===== src/rtl/core/sppl_pkg.sv =====
`default_nettype none
package sppl_pkg;

    localparam int MUL_AW = 34;   // signed multiplicand width
    localparam int MUL_BW = 16;   // unsigned multiplier width
    localparam int MUL_W  = 52;   // accumulator width
    localparam int DIV_W  = 52;   // dividend and quotient width
    localparam int DIV_DW = 16;   // divisor width
    localparam int MUL_CW = $clog2(MUL_BW);
    localparam int DIV_CW = $clog2(DIV_W);

    localparam int HALF_TURN = 18000;
    localparam int FULL_TURN = 36000;
    localparam logic [DIV_DW-1:0] PID_SCALE  = 16'd1000;
    localparam logic [DIV_DW-1:0] FILT_SCALE = 16'd10;

    typedef enum logic [2:0] {
        REG_PROP_GAIN     = 3'd0,
        REG_INTEG_GAIN    = 3'd1,
        REG_DERIV_GAIN    = 3'd2,
        REG_INTEG_LIMIT   = 3'd3,
        REG_EFFORT_LIMIT  = 3'd4,
        REG_PHASE_ADVANCE = 3'd5,
        REG_STEP_ANGLE    = 3'd6,
        REG_NONE          = 3'd7
    } reg_idx_t;

    typedef struct packed {
        logic                     start;
        logic                     accum;
        logic signed [MUL_AW-1:0] a;
        logic [MUL_BW-1:0]        b;
    } mul_req_t;

    typedef struct packed {
        logic                    busy;
        logic                    done;
        logic signed [MUL_W-1:0] result;
    } mul_rsp_t;

    typedef struct packed {
        logic              start;
        logic [DIV_W-1:0]  dividend;
        logic [DIV_DW-1:0] divisor;
    } div_req_t;

    typedef struct packed {
        logic             busy;
        logic             done;
        logic [DIV_W-1:0] result;
    } div_rsp_t;

endpackage
`default_nettype wire


===== src/rtl/core/sppl_mul.sv =====
`default_nettype none
module sppl_mul
    import sppl_pkg::*;
(
    input  wire logic     aclk,
    input  wire logic     aresetn,
    input  wire mul_req_t req,
    output mul_rsp_t      rsp
);

    // shift-and-add, one multiplier bit per cycle
    logic signed [MUL_W-1:0] a_reg;
    logic [MUL_BW-1:0]       b_reg;
    logic signed [MUL_W-1:0] acc_reg;
    logic [MUL_CW-1:0]       cnt_reg;
    logic                    busy_reg;
    logic                    done_reg;

    always_ff @(posedge aclk) begin
        if (!aresetn) begin
            busy_reg <= 1'b0;
            done_reg <= 1'b0;
            cnt_reg  <= '0;
        end else begin
            done_reg <= 1'b0;
            if (req.start) begin
                a_reg    <= MUL_W'(req.a);
                b_reg    <= req.b;
                cnt_reg  <= '0;
                busy_reg <= 1'b1;
                if (!req.accum) begin
                    acc_reg <= '0;
                end
            end else if (busy_reg) begin
                if (b_reg[0]) begin
                    acc_reg <= acc_reg + a_reg;
                end
                a_reg   <= a_reg <<< 1;
                b_reg   <= b_reg >> 1;
                cnt_reg <= cnt_reg + 1'b1;
                if (cnt_reg == MUL_CW'(MUL_BW - 1)) begin
                    busy_reg <= 1'b0;
                    done_reg <= 1'b1;
                end
            end
        end
    end

    assign rsp.busy   = busy_reg;
    assign rsp.done   = done_reg;
    assign rsp.result = acc_reg;

endmodule
`default_nettype wire


===== src/rtl/core/sppl_div.sv =====
`default_nettype none
module sppl_div
    import sppl_pkg::*;
(
    input  wire logic     aclk,
    input  wire logic     aresetn,
    input  wire div_req_t req,
    output div_rsp_t      rsp
);

    // restoring division, one quotient bit per cycle
    logic [DIV_W-1:0]  dvd_reg;
    logic [DIV_DW-1:0] dvs_reg;
    logic [DIV_DW-1:0] rem_reg;
    logic [DIV_CW-1:0] cnt_reg;
    logic              busy_reg;
    logic              done_reg;
    logic [DIV_DW:0]   trial;
    logic              qbit;

    assign trial = {rem_reg, dvd_reg[DIV_W-1]};
    assign qbit  = (trial >= {1'b0, dvs_reg});

    always_ff @(posedge aclk) begin
        if (!aresetn) begin
            busy_reg <= 1'b0;
            done_reg <= 1'b0;
            cnt_reg  <= '0;
        end else begin
            done_reg <= 1'b0;
            if (req.start) begin
                dvd_reg  <= req.dividend;
                dvs_reg  <= req.divisor;
                rem_reg  <= '0;
                cnt_reg  <= '0;
                busy_reg <= 1'b1;
            end else if (busy_reg) begin
                if (qbit) begin
                    rem_reg <= DIV_DW'(trial - {1'b0, dvs_reg});
                end else begin
                    rem_reg <= trial[DIV_DW-1:0];
                end
                dvd_reg <= {dvd_reg[DIV_W-2:0], qbit};
                cnt_reg <= cnt_reg + 1'b1;
                if (cnt_reg == DIV_CW'(DIV_W - 1)) begin
                    busy_reg <= 1'b0;
                    done_reg <= 1'b1;
                end
            end
        end
    end

    assign rsp.busy   = busy_reg;
    assign rsp.done   = done_reg;
    assign rsp.result = dvd_reg;

endmodule
`default_nettype wire


===== src/rtl/core/stepper_position_pid_loop.sv =====
`default_nettype none
// position control loop for a closed-loop stepper, one control tick per transaction
// s_ channel: one tick per transaction; tdata holds rotor_angle, step_cmd and
//   tune_effort, tuser holds loop_enabled and tune_active
// m_ channel: one result per tick with phase_angle, effort_magnitude,
//   new_step_cmd and the unwrapped position
// apb port: seven configuration registers at byte addresses 0 to 24, to be written
//   only while idle by the user; the block itself does not enforce this
// per tick: tuning uses neither arithmetic unit, a disabled loop takes two divider
//   passes and an enabled loop four multiplies and one divider pass
// one tick is worked at a time; s_tready is high only when the sequencer is idle,
//   set by the bit-serial multiplier and divider which each handle one bit a cycle
// results sit in an output register, so the next tick is taken while one waits;
//   a stalled receiver holds the finished tick until the register frees up
// reset clears the position, previous angle, error and integrator state and
//   loads the register defaults
module stepper_position_pid_loop
    import sppl_pkg::*;
(
    input  wire logic         aclk,
    input  wire logic         aresetn,
    input  wire logic         s_tvalid,
    output logic              s_tready,
    // [15:0] rotor_angle, [47:16] step_cmd, [64:48] tune_effort, rest zero
    input  wire logic [71:0]  s_tdata,
    // [0] loop_enabled, [1] tune_active
    input  wire logic [1:0]   s_tuser,
    output logic              m_tvalid,
    input  wire logic         m_tready,
    // [16:0] phase_angle, [32:17] effort_magnitude, [64:33] new_step_cmd,
    // [96:65] position, rest zero
    output logic [103:0]      m_tdata,
    input  wire logic         psel,
    input  wire logic         penable,
    input  wire logic         pwrite,
    input  wire logic [4:0]   paddr,
    input  wire logic [31:0]  pwdata,
    output logic [31:0]       prdata,
    output logic              pready
);

    typedef enum logic [3:0] {
        S_IDLE, S_UNWRAP, S_MUL_R, S_ERR, S_MUL_P, S_MUL_I, S_MUL_D,
        S_DIV_U, S_DIV_Q, S_DIV_T, S_FINISH
    } state_t;

    // configuration registers
    logic [15:0] prop_gain_reg, integ_gain_reg, deriv_gain_reg;
    logic [19:0] integ_limit_reg;
    logic [15:0] effort_limit_reg;
    logic [13:0] phase_advance_reg;
    logic [15:0] step_angle_reg;
    reg_idx_t    widx;

    assign pready = 1'b1;
    assign widx   = reg_idx_t'(paddr[4:2]);

    always_ff @(posedge aclk) begin
        if (!aresetn) begin
            prop_gain_reg     <= 16'd1000;
            integ_gain_reg    <= 16'd100;
            deriv_gain_reg    <= 16'd0;
            integ_limit_reg   <= 20'd10000;
            effort_limit_reg  <= 16'd1000;
            phase_advance_reg <= 14'd9000;
            step_angle_reg    <= 16'd180;
        end else if (psel && penable && pwrite && pready) begin
            case (widx)
                REG_PROP_GAIN:     prop_gain_reg     <= pwdata[15:0];
                REG_INTEG_GAIN:    integ_gain_reg    <= pwdata[15:0];
                REG_DERIV_GAIN:    deriv_gain_reg    <= pwdata[15:0];
                REG_INTEG_LIMIT:   integ_limit_reg   <= pwdata[19:0];
                REG_EFFORT_LIMIT:  effort_limit_reg  <= pwdata[15:0];
                REG_PHASE_ADVANCE: phase_advance_reg <= pwdata[13:0];
                REG_STEP_ANGLE:    step_angle_reg    <= pwdata[15:0];
                default: ;
            endcase
        end
    end

    always_comb begin
        case (widx)
            REG_PROP_GAIN:     prdata = {16'd0, prop_gain_reg};
            REG_INTEG_GAIN:    prdata = {16'd0, integ_gain_reg};
            REG_DERIV_GAIN:    prdata = {16'd0, deriv_gain_reg};
            REG_INTEG_LIMIT:   prdata = {12'd0, integ_limit_reg};
            REG_EFFORT_LIMIT:  prdata = {16'd0, effort_limit_reg};
            REG_PHASE_ADVANCE: prdata = {18'd0, phase_advance_reg};
            REG_STEP_ANGLE:    prdata = {16'd0, step_angle_reg};
            default:           prdata = 32'd0;
        endcase
    end

    // serial arithmetic units
    mul_req_t mreq_reg;
    mul_rsp_t mrsp;
    div_req_t dreq_reg;
    div_rsp_t drsp;

    sppl_mul u_mul (.aclk(aclk), .aresetn(aresetn), .req(mreq_reg), .rsp(mrsp));
    sppl_div u_div (.aclk(aclk), .aresetn(aresetn), .req(dreq_reg), .rsp(drsp));

    // loop state and per-tick working registers
    state_t             state_reg;
    logic signed [31:0] pos_reg;
    logic [15:0]        prev_angle_reg;
    logic signed [31:0] prev_error_reg;
    logic signed [31:0] error_sum_reg;
    logic [15:0]        angle_reg;
    logic signed [31:0] tgt_reg;
    logic               enabled_reg, tuning_reg;
    logic signed [16:0] tune_reg;
    logic signed [31:0] e0_reg;
    logic signed [31:0] new_tgt_reg;
    logic               neg_reg;
    logic [15:0]        mag_reg;
    logic               upos_reg;
    logic               m_tvalid_reg;
    logic [103:0]       m_tdata_reg;

    // angle unwrap
    logic signed [17:0] diff_raw, diff_adj;
    logic signed [31:0] pos_next;

    assign diff_raw = $signed({2'b00, angle_reg}) - $signed({2'b00, prev_angle_reg});
    always_comb begin
        if (diff_raw < -18'sd18000) begin
            diff_adj = diff_raw + 18'(FULL_TURN);
        end else if (diff_raw > 18'(HALF_TURN)) begin
            diff_adj = diff_raw - 18'(FULL_TURN);
        end else begin
            diff_adj = diff_raw;
        end
    end
    assign pos_next = pos_reg + 32'(diff_adj);

    // integrator clamp
    logic signed [33:0] isum;
    logic signed [33:0] ilim;
    logic signed [31:0] iclamp;

    assign isum = 34'(error_sum_reg) + 34'(e0_reg);
    assign ilim = $signed({14'd0, integ_limit_reg});
    always_comb begin
        if (isum > ilim) begin
            iclamp = 32'(ilim);
        end else if (isum < -ilim) begin
            iclamp = 32'(-ilim);
        end else begin
            iclamp = 32'(isum);
        end
    end

    // derivative term
    logic signed [33:0] dterm;
    assign dterm = 34'(e0_reg) - 34'(prev_error_reg);

    // pid sum magnitude and effort clamp of the quotient
    logic signed [MUL_W-1:0] psum;
    logic [DIV_W-1:0]        psum_mag;
    assign psum     = mrsp.result;
    assign psum_mag = psum[MUL_W-1] ? DIV_W'(-psum) : DIV_W'(psum);

    logic [15:0] qmag;
    assign qmag = (drsp.result > DIV_W'(effort_limit_reg)) ? effort_limit_reg
                                                            : drsp.result[15:0];

    // tuning effort clamp
    logic [16:0] tmag;
    logic [15:0] tclamp;
    assign tmag   = tune_reg[16] ? 17'(-tune_reg) : 17'(tune_reg);
    assign tclamp = (tmag > {1'b0, effort_limit_reg}) ? effort_limit_reg : tmag[15:0];

    // target filter numerator: 9 * target + position / step_angle
    logic signed [32:0] qpos;
    logic signed [36:0] tgt37;
    logic signed [36:0] fnum;
    logic [DIV_W-1:0]   fnum_mag;
    assign qpos     = neg_reg ? -$signed({1'b0, drsp.result[31:0]})
                              : $signed({1'b0, drsp.result[31:0]});
    assign tgt37    = 37'(tgt_reg);
    assign fnum     = (tgt37 <<< 3) + tgt37 + 37'(qpos);
    assign fnum_mag = fnum[36] ? DIV_W'(-fnum) : DIV_W'(fnum);

    // coil phase
    logic [16:0] phase;
    always_comb begin
        if (upos_reg) begin
            phase = 17'd0 - {1'b0, angle_reg} - {3'd0, phase_advance_reg};
        end else begin
            phase = {3'd0, phase_advance_reg} - {1'b0, angle_reg};
        end
    end

    assign s_tready = (state_reg == S_IDLE);

    always_ff @(posedge aclk) begin
        if (!aresetn) begin
            state_reg      <= S_IDLE;
            pos_reg        <= '0;
            prev_angle_reg <= '0;
            prev_error_reg <= '0;
            error_sum_reg  <= '0;
            m_tvalid_reg   <= 1'b0;
            mreq_reg       <= '0;
            dreq_reg       <= '0;
        end else begin
            // start pulses last one cycle; no new start is issued while one is up
            if (mreq_reg.start) begin
                mreq_reg.start <= 1'b0;
            end
            if (dreq_reg.start) begin
                dreq_reg.start <= 1'b0;
            end
            // the finish step reloads the output register itself
            if (m_tvalid_reg && m_tready && state_reg != S_FINISH) begin
                m_tvalid_reg <= 1'b0;
            end
            case (state_reg)
                S_IDLE: begin
                    if (s_tvalid) begin
                        angle_reg   <= s_tdata[15:0];
                        tgt_reg     <= s_tdata[47:16];
                        new_tgt_reg <= s_tdata[47:16];
                        tune_reg    <= s_tdata[64:48];
                        enabled_reg <= s_tuser[0];
                        tuning_reg  <= s_tuser[1];
                        state_reg   <= S_UNWRAP;
                    end
                end
                S_UNWRAP: begin
                    pos_reg        <= pos_next;
                    prev_angle_reg <= angle_reg;
                    if (tuning_reg) begin
                        mag_reg   <= tclamp;
                        upos_reg  <= !tune_reg[16] && (tclamp != 16'd0);
                        state_reg <= S_FINISH;
                    end else if (enabled_reg) begin
                        // reference position, wraps modulo 2^32
                        mreq_reg  <= '{start: 1'b1, accum: 1'b0,
                                       a: 34'(tgt_reg), b: step_angle_reg};
                        state_reg <= S_MUL_R;
                    end else begin
                        neg_reg   <= pos_next[31];
                        dreq_reg  <= '{start: 1'b1,
                                       dividend: pos_next[31] ? DIV_W'(-34'(pos_next))
                                                              : DIV_W'(pos_next),
                                       divisor: (step_angle_reg == 16'd0) ? 16'd1
                                                                          : step_angle_reg};
                        state_reg <= S_DIV_Q;
                    end
                end
                S_MUL_R: begin
                    if (mrsp.done) begin
                        e0_reg    <= mrsp.result[31:0] - pos_reg;
                        state_reg <= S_ERR;
                    end
                end
                S_ERR: begin
                    error_sum_reg <= iclamp;
                    mreq_reg      <= '{start: 1'b1, accum: 1'b0,
                                       a: 34'(e0_reg), b: prop_gain_reg};
                    state_reg     <= S_MUL_P;
                end
                S_MUL_P: begin
                    if (mrsp.done) begin
                        mreq_reg  <= '{start: 1'b1, accum: 1'b1,
                                       a: 34'(error_sum_reg), b: integ_gain_reg};
                        state_reg <= S_MUL_I;
                    end
                end
                S_MUL_I: begin
                    if (mrsp.done) begin
                        mreq_reg       <= '{start: 1'b1, accum: 1'b1,
                                            a: dterm, b: deriv_gain_reg};
                        prev_error_reg <= e0_reg;
                        state_reg      <= S_MUL_D;
                    end
                end
                S_MUL_D: begin
                    if (mrsp.done) begin
                        neg_reg   <= psum[MUL_W-1];
                        dreq_reg  <= '{start: 1'b1, dividend: psum_mag, divisor: PID_SCALE};
                        state_reg <= S_DIV_U;
                    end
                end
                S_DIV_U: begin
                    if (drsp.done) begin
                        mag_reg   <= qmag;
                        upos_reg  <= !neg_reg && (qmag != 16'd0);
                        state_reg <= S_FINISH;
                    end
                end
                S_DIV_Q: begin
                    if (drsp.done) begin
                        neg_reg   <= fnum[36];
                        dreq_reg  <= '{start: 1'b1, dividend: fnum_mag, divisor: FILT_SCALE};
                        state_reg <= S_DIV_T;
                    end
                end
                S_DIV_T: begin
                    if (drsp.done) begin
                        new_tgt_reg    <= neg_reg ? -drsp.result[31:0] : drsp.result[31:0];
                        error_sum_reg  <= '0;
                        prev_error_reg <= '0;
                        mag_reg        <= '0;
                        upos_reg       <= 1'b0;
                        state_reg      <= S_FINISH;
                    end
                end
                S_FINISH: begin
                    if (!m_tvalid_reg || m_tready) begin
                        m_tdata_reg  <= {7'd0, pos_reg, new_tgt_reg, mag_reg, phase};
                        m_tvalid_reg <= 1'b1;
                        state_reg    <= S_IDLE;
                    end
                end
                default: state_reg <= S_IDLE;
            endcase
        end
    end

    assign m_tvalid = m_tvalid_reg;
    assign m_tdata  = m_tdata_reg;

    // arithmetic units only run while the sequencer waits on them
    a_idle_units: assert property (@(posedge aclk) disable iff (!aresetn)
        (state_reg == S_IDLE) |-> (!mrsp.busy && !drsp.busy))
        else $error("arithmetic unit busy while idle");

    a_mul_done: assert property (@(posedge aclk) disable iff (!aresetn)
        mrsp.done |-> (state_reg == S_MUL_R || state_reg == S_MUL_P ||
                       state_reg == S_MUL_I || state_reg == S_MUL_D))
        else $error("multiplier finished outside a multiply step");

    a_div_done: assert property (@(posedge aclk) disable iff (!aresetn)
        drsp.done |-> (state_reg == S_DIV_U || state_reg == S_DIV_Q ||
                       state_reg == S_DIV_T))
        else $error("divider finished outside a divide step");

    a_finish_load: assert property (@(posedge aclk) disable iff (!aresetn)
        (state_reg == S_FINISH && (!m_tvalid_reg || m_tready)) |=> m_tvalid_reg)
        else $error("finished tick not presented");

endmodule
`default_nettype wire

===== config.mk =====
export PLATFORM = sky130hd
export DESIGN_NAME = stepper_position_pid_loop
export DESIGN_NICKNAME = d
export VERILOG_FILES = /design/src/rtl/core/sppl_pkg.sv /design/src/rtl/core/sppl_mul.sv /design/src/rtl/core/sppl_div.sv /design/src/rtl/core/stepper_position_pid_loop.sv
export SDC_FILE = /design/constraint.sdc
export NUM_CORES = 2
export LEC_CHECK = 0
export BUFFER_PORTS_ARGS = -buffer_cell sky130_fd_sc_hd__buf_2
export CORE_AREA = 2 2 324 262
export CTS_BUF_LIST = sky130_fd_sc_hd__clkbuf_2
export CTS_CLUSTER_DIAMETER = 40
export DETAILED_ROUTE_END_ITERATION = 16
export DIE_AREA = 0 0 326 264
export HOLD_SLACK_MARGIN = 0.06
export PLACE_DENSITY_LB_ADDON = 0.1
export SYNTH_ARGS = -nofsm -noshare
export SYNTH_HDL_FRONTEND = slang
export SYNTH_SLANG_ARGS = --single-unit

===== constraint.sdc =====
create_clock -name aclk -period 17.9 [get_ports aclk]
set_clock_uncertainty 0.15 [all_clocks]
set_input_delay 3.58 -clock aclk [delete_from_list [all_inputs] [get_ports aclk]]
set_output_delay 3.58 -clock aclk [all_outputs]
set_load 0.02 [all_outputs]

==> run metrics <==
clk sinks=approximately 820; Max-Cap Viols=0; maximum VDD drop=approximately 0.2 mV; pin count of the biggest net entering global routing=slightly above 90; Area contributors post-synth=edfxtp_1 25%, dfxtp_1 14%, ha_1 9.0%; Post-synth ARST share=0; Routed Antenna Nets=0; Power Density=around 150 mW/mm²; Non-Filler Instances=around 7400; worst path required time=around 14 ns; DIE WIDTH=326 µm; Die H=roughly 260 µm; Fin Setup TNS=0 ns; number of top-level pins=approximately 260; register area share after synthesis=0.389; Final Wtd Congestion=approximately 1.1; CTS Buffer Depth=3; number of H-tree levels=4; Worst-Margin Slew=approximately 1.3 ns; Max Clk Rate=104 MHz; gr ovfl total=0; CP Data Arrival Time=roughly 5.9 ns; critical path type=in2out; clock network power share=0.163; Mapped Cells=between 5000 and 6000; Pwr Total=between 0.008 and 0.009 W; drc violations=0; All-Layer GR Usage=0.398; I/O Buffers=around 220; Slew Viols, Final=0; Cell Int Power=around 0.0044 W; min cycle time layout=around 9.6 ns; top_reg_cell synth=edfxtp_1; Setup Slack @ Placement=about 8.5 ns; post-synthesis cell type count=roughly 110; Final HPWL DP=about 130000 µm; Placed Cells=7002; Clk pin slew, worst setup/hold paths=0.09 ns; fin worst setup slack=slightly above 8 ns; Ys Warns=0; CTS root buffer=clkbuf_2; Hold Path Class=reg2reg; status=complete, no violations; P_sw=around 0.0042 W; Core Region=between 0.08 and 0.09 mm²; Post-synth EDFFs=450; Synth area leader=edfxtp_1; Max FO, Critical Path=between 40 and 50; crit end category=output port; RSZ-0062 raised after global routing=false; NumNets Final=~6600; Seq cells post-synth=815; total CTS buffers=slightly above 200; Largest register FFs=97; Logic pwr share=0.548; Detailed Route WL=approximately 170000 µm; Synth top area share=0.252; post-synthesis area per instance=9.10 µm²; Die ar.=0.0861 mm²; PostCTS Resize Cnt=0; startpoint types=input pin; cell row count=between 90 and 100; number of global-route vias before repair=approximately 43000; Starting DRT DRC Count=between 6000 and 7000; initial antenna violation count=17; switching share of power=0.489; worst hold margin=roughly 0.26 ns; Final period util=0.537; Leak=23.0 nW; initial cell density of the core=0.644; Seq pwr share=0.289; first-pass GRT wire length=261000 µm; final hold vios=0; routed len/inst=between 20 and 25 µm; CTS Hold Bufs=0; clk_lat worst skew=roughly 1.6 ns; drt first pass iters=8; Vias/cell=6.44; share of layout cells above drive strength 1=0.129; fillers=6745; CTS tree=done; via count=about 48000; postcts setup bufs=0; Layout area overhead=7.48%; Post-Syn Area=0.0535 mm²; Setup-failing EPs final=0; slew margin rel.=0.117
[area by class of cell]
type	instances	area [µm²]	area share
Antenna cell	7	17.5	0.000305
Clock buffer	303	1520	0.0264
Clock inverter	73	523	0.00909
Inverter	406	1530	0.0266
Multi-Input combinational cell	4395	30200	0.525
Sequential cell	815	20800	0.362
Tap cell	1115	1400	0.0243
Timing Repair Buffer	271	1500	0.0260
[per-layer routing]
layer	vias up	track usage	wire, µm
met5	-	0	64
met4	10	0.123	4900
met1	22586	0.610	75900
met3	280	0.142	28000
li1	21907	-	-
met2	2806	0.512	65700
[cells in the final DEF, fill, tap and decap left out, types with 100 or more instances in the layout]
| cell | count |
|---|---|
| dfxtp_1 | 362 |
| inv_1 | 403 |
| buf_2 | 215 |
| mux2_2 | 117 |
| a21oi_1 | 514 |
| a21o_1 | 152 |
| nor2_1 | 486 |
| o21ai_0 | 269 |
| xor2_1 | 149 |
| clkbuf_2 | 303 |
| ha_1 | 386 |
| nand3_1 | 100 |
| edfxtp_1 | 450 |
| nand2_1 | 594 |
| xnor2_1 | 229 |
[kinds of logic after synthesis]
kind of cell / Yosys count / share of synthesized area
AND/OR/NAND/NOR: 1690 / 0.146
AO/OA/AOI/OAI: 1658 / 0.202
buffers and inverters: 686 / 0.0501
flip-flops: 815 / 0.389
adder cells (fa/ha/maj): 427 / 0.106
other: 2 / 0.000140
XOR/XNOR: 380 / 0.0627
multiplexers: 220 / 0.0451
[final timing paths]
| kind | from | slack [ns] | cells past startpoint | endpoint |
|---|---|---|---|---|
| worst max-delay path | paddr[2] | 8.28 | 7 | prdata[7] |
| worst min-delay path | mag_reg[3] | 0.26 | 0 | m_tdata[20] |
| worst max register to register | angle_reg[0] | 9.62 | 28 | dreq_reg[43] |
| worst min register to register | mag_reg[3] | 0.26 | 0 | m_tdata[20] |
[through the flow]
step	area, µm²	util
final	57500	0.692
after floorplan	53600	-
after global placement	55500	0.668
after detailed placement	55500	0.668
after CTS	57500	0.692
after global routing	57500	0.692
[worst max-delay path: stages]
cell and delay, ns:
buf_2 0.09, buf_4 0.48, nor2b_1 0.72, and2_0 0.35, a21oi_1 0.11, o21ai_0 0.25, buf_2 0.28
[cells in the mapped netlist (all sizes together) (23+ instances only)]
library cell  count
nand2           595
a21oi           517
nor2            493
edfxtp          450
inv             405
ha              386
dfxtp           365
o21ai           309
xnor2           230
clkbuf          222
a21o            152
xor2            150
mux2            117
nand3           100
mux2i            98
nor3             86
a22oi            81
nand4            62
buf              58
a31oi            55
nor2b            55
a221oi           54
o31ai            53
o21a             50
a211oi           48
nand2b           45
or3              45
and3             42
nor4             42
fa               41
o211ai           41
o21bai           40
o22ai            38
a222oi           31
and2             28
a21boi           23
[power groups by stage]
| stage | registers (W) | logic [W] | clock network [W] |
|---|---|---|---|
| 2_1_floorplan | 0.00237 | 0.00316 | 0 |
| 3_3_place_gp | 0.00249 | 0.00437 | 0 |
| 3_5_place_dp | 0.00249 | 0.00446 | 0 |
| 4_1_cts | 0.00245 | 0.00449 | 0.00141 |
| 5_1_grt | 0.00248 | 0.00503 | 0.00149 |
| 6_report | 0.00247 | 0.00468 | 0.00140 |
Note: power is estimated with default switching activity, not from simulation.
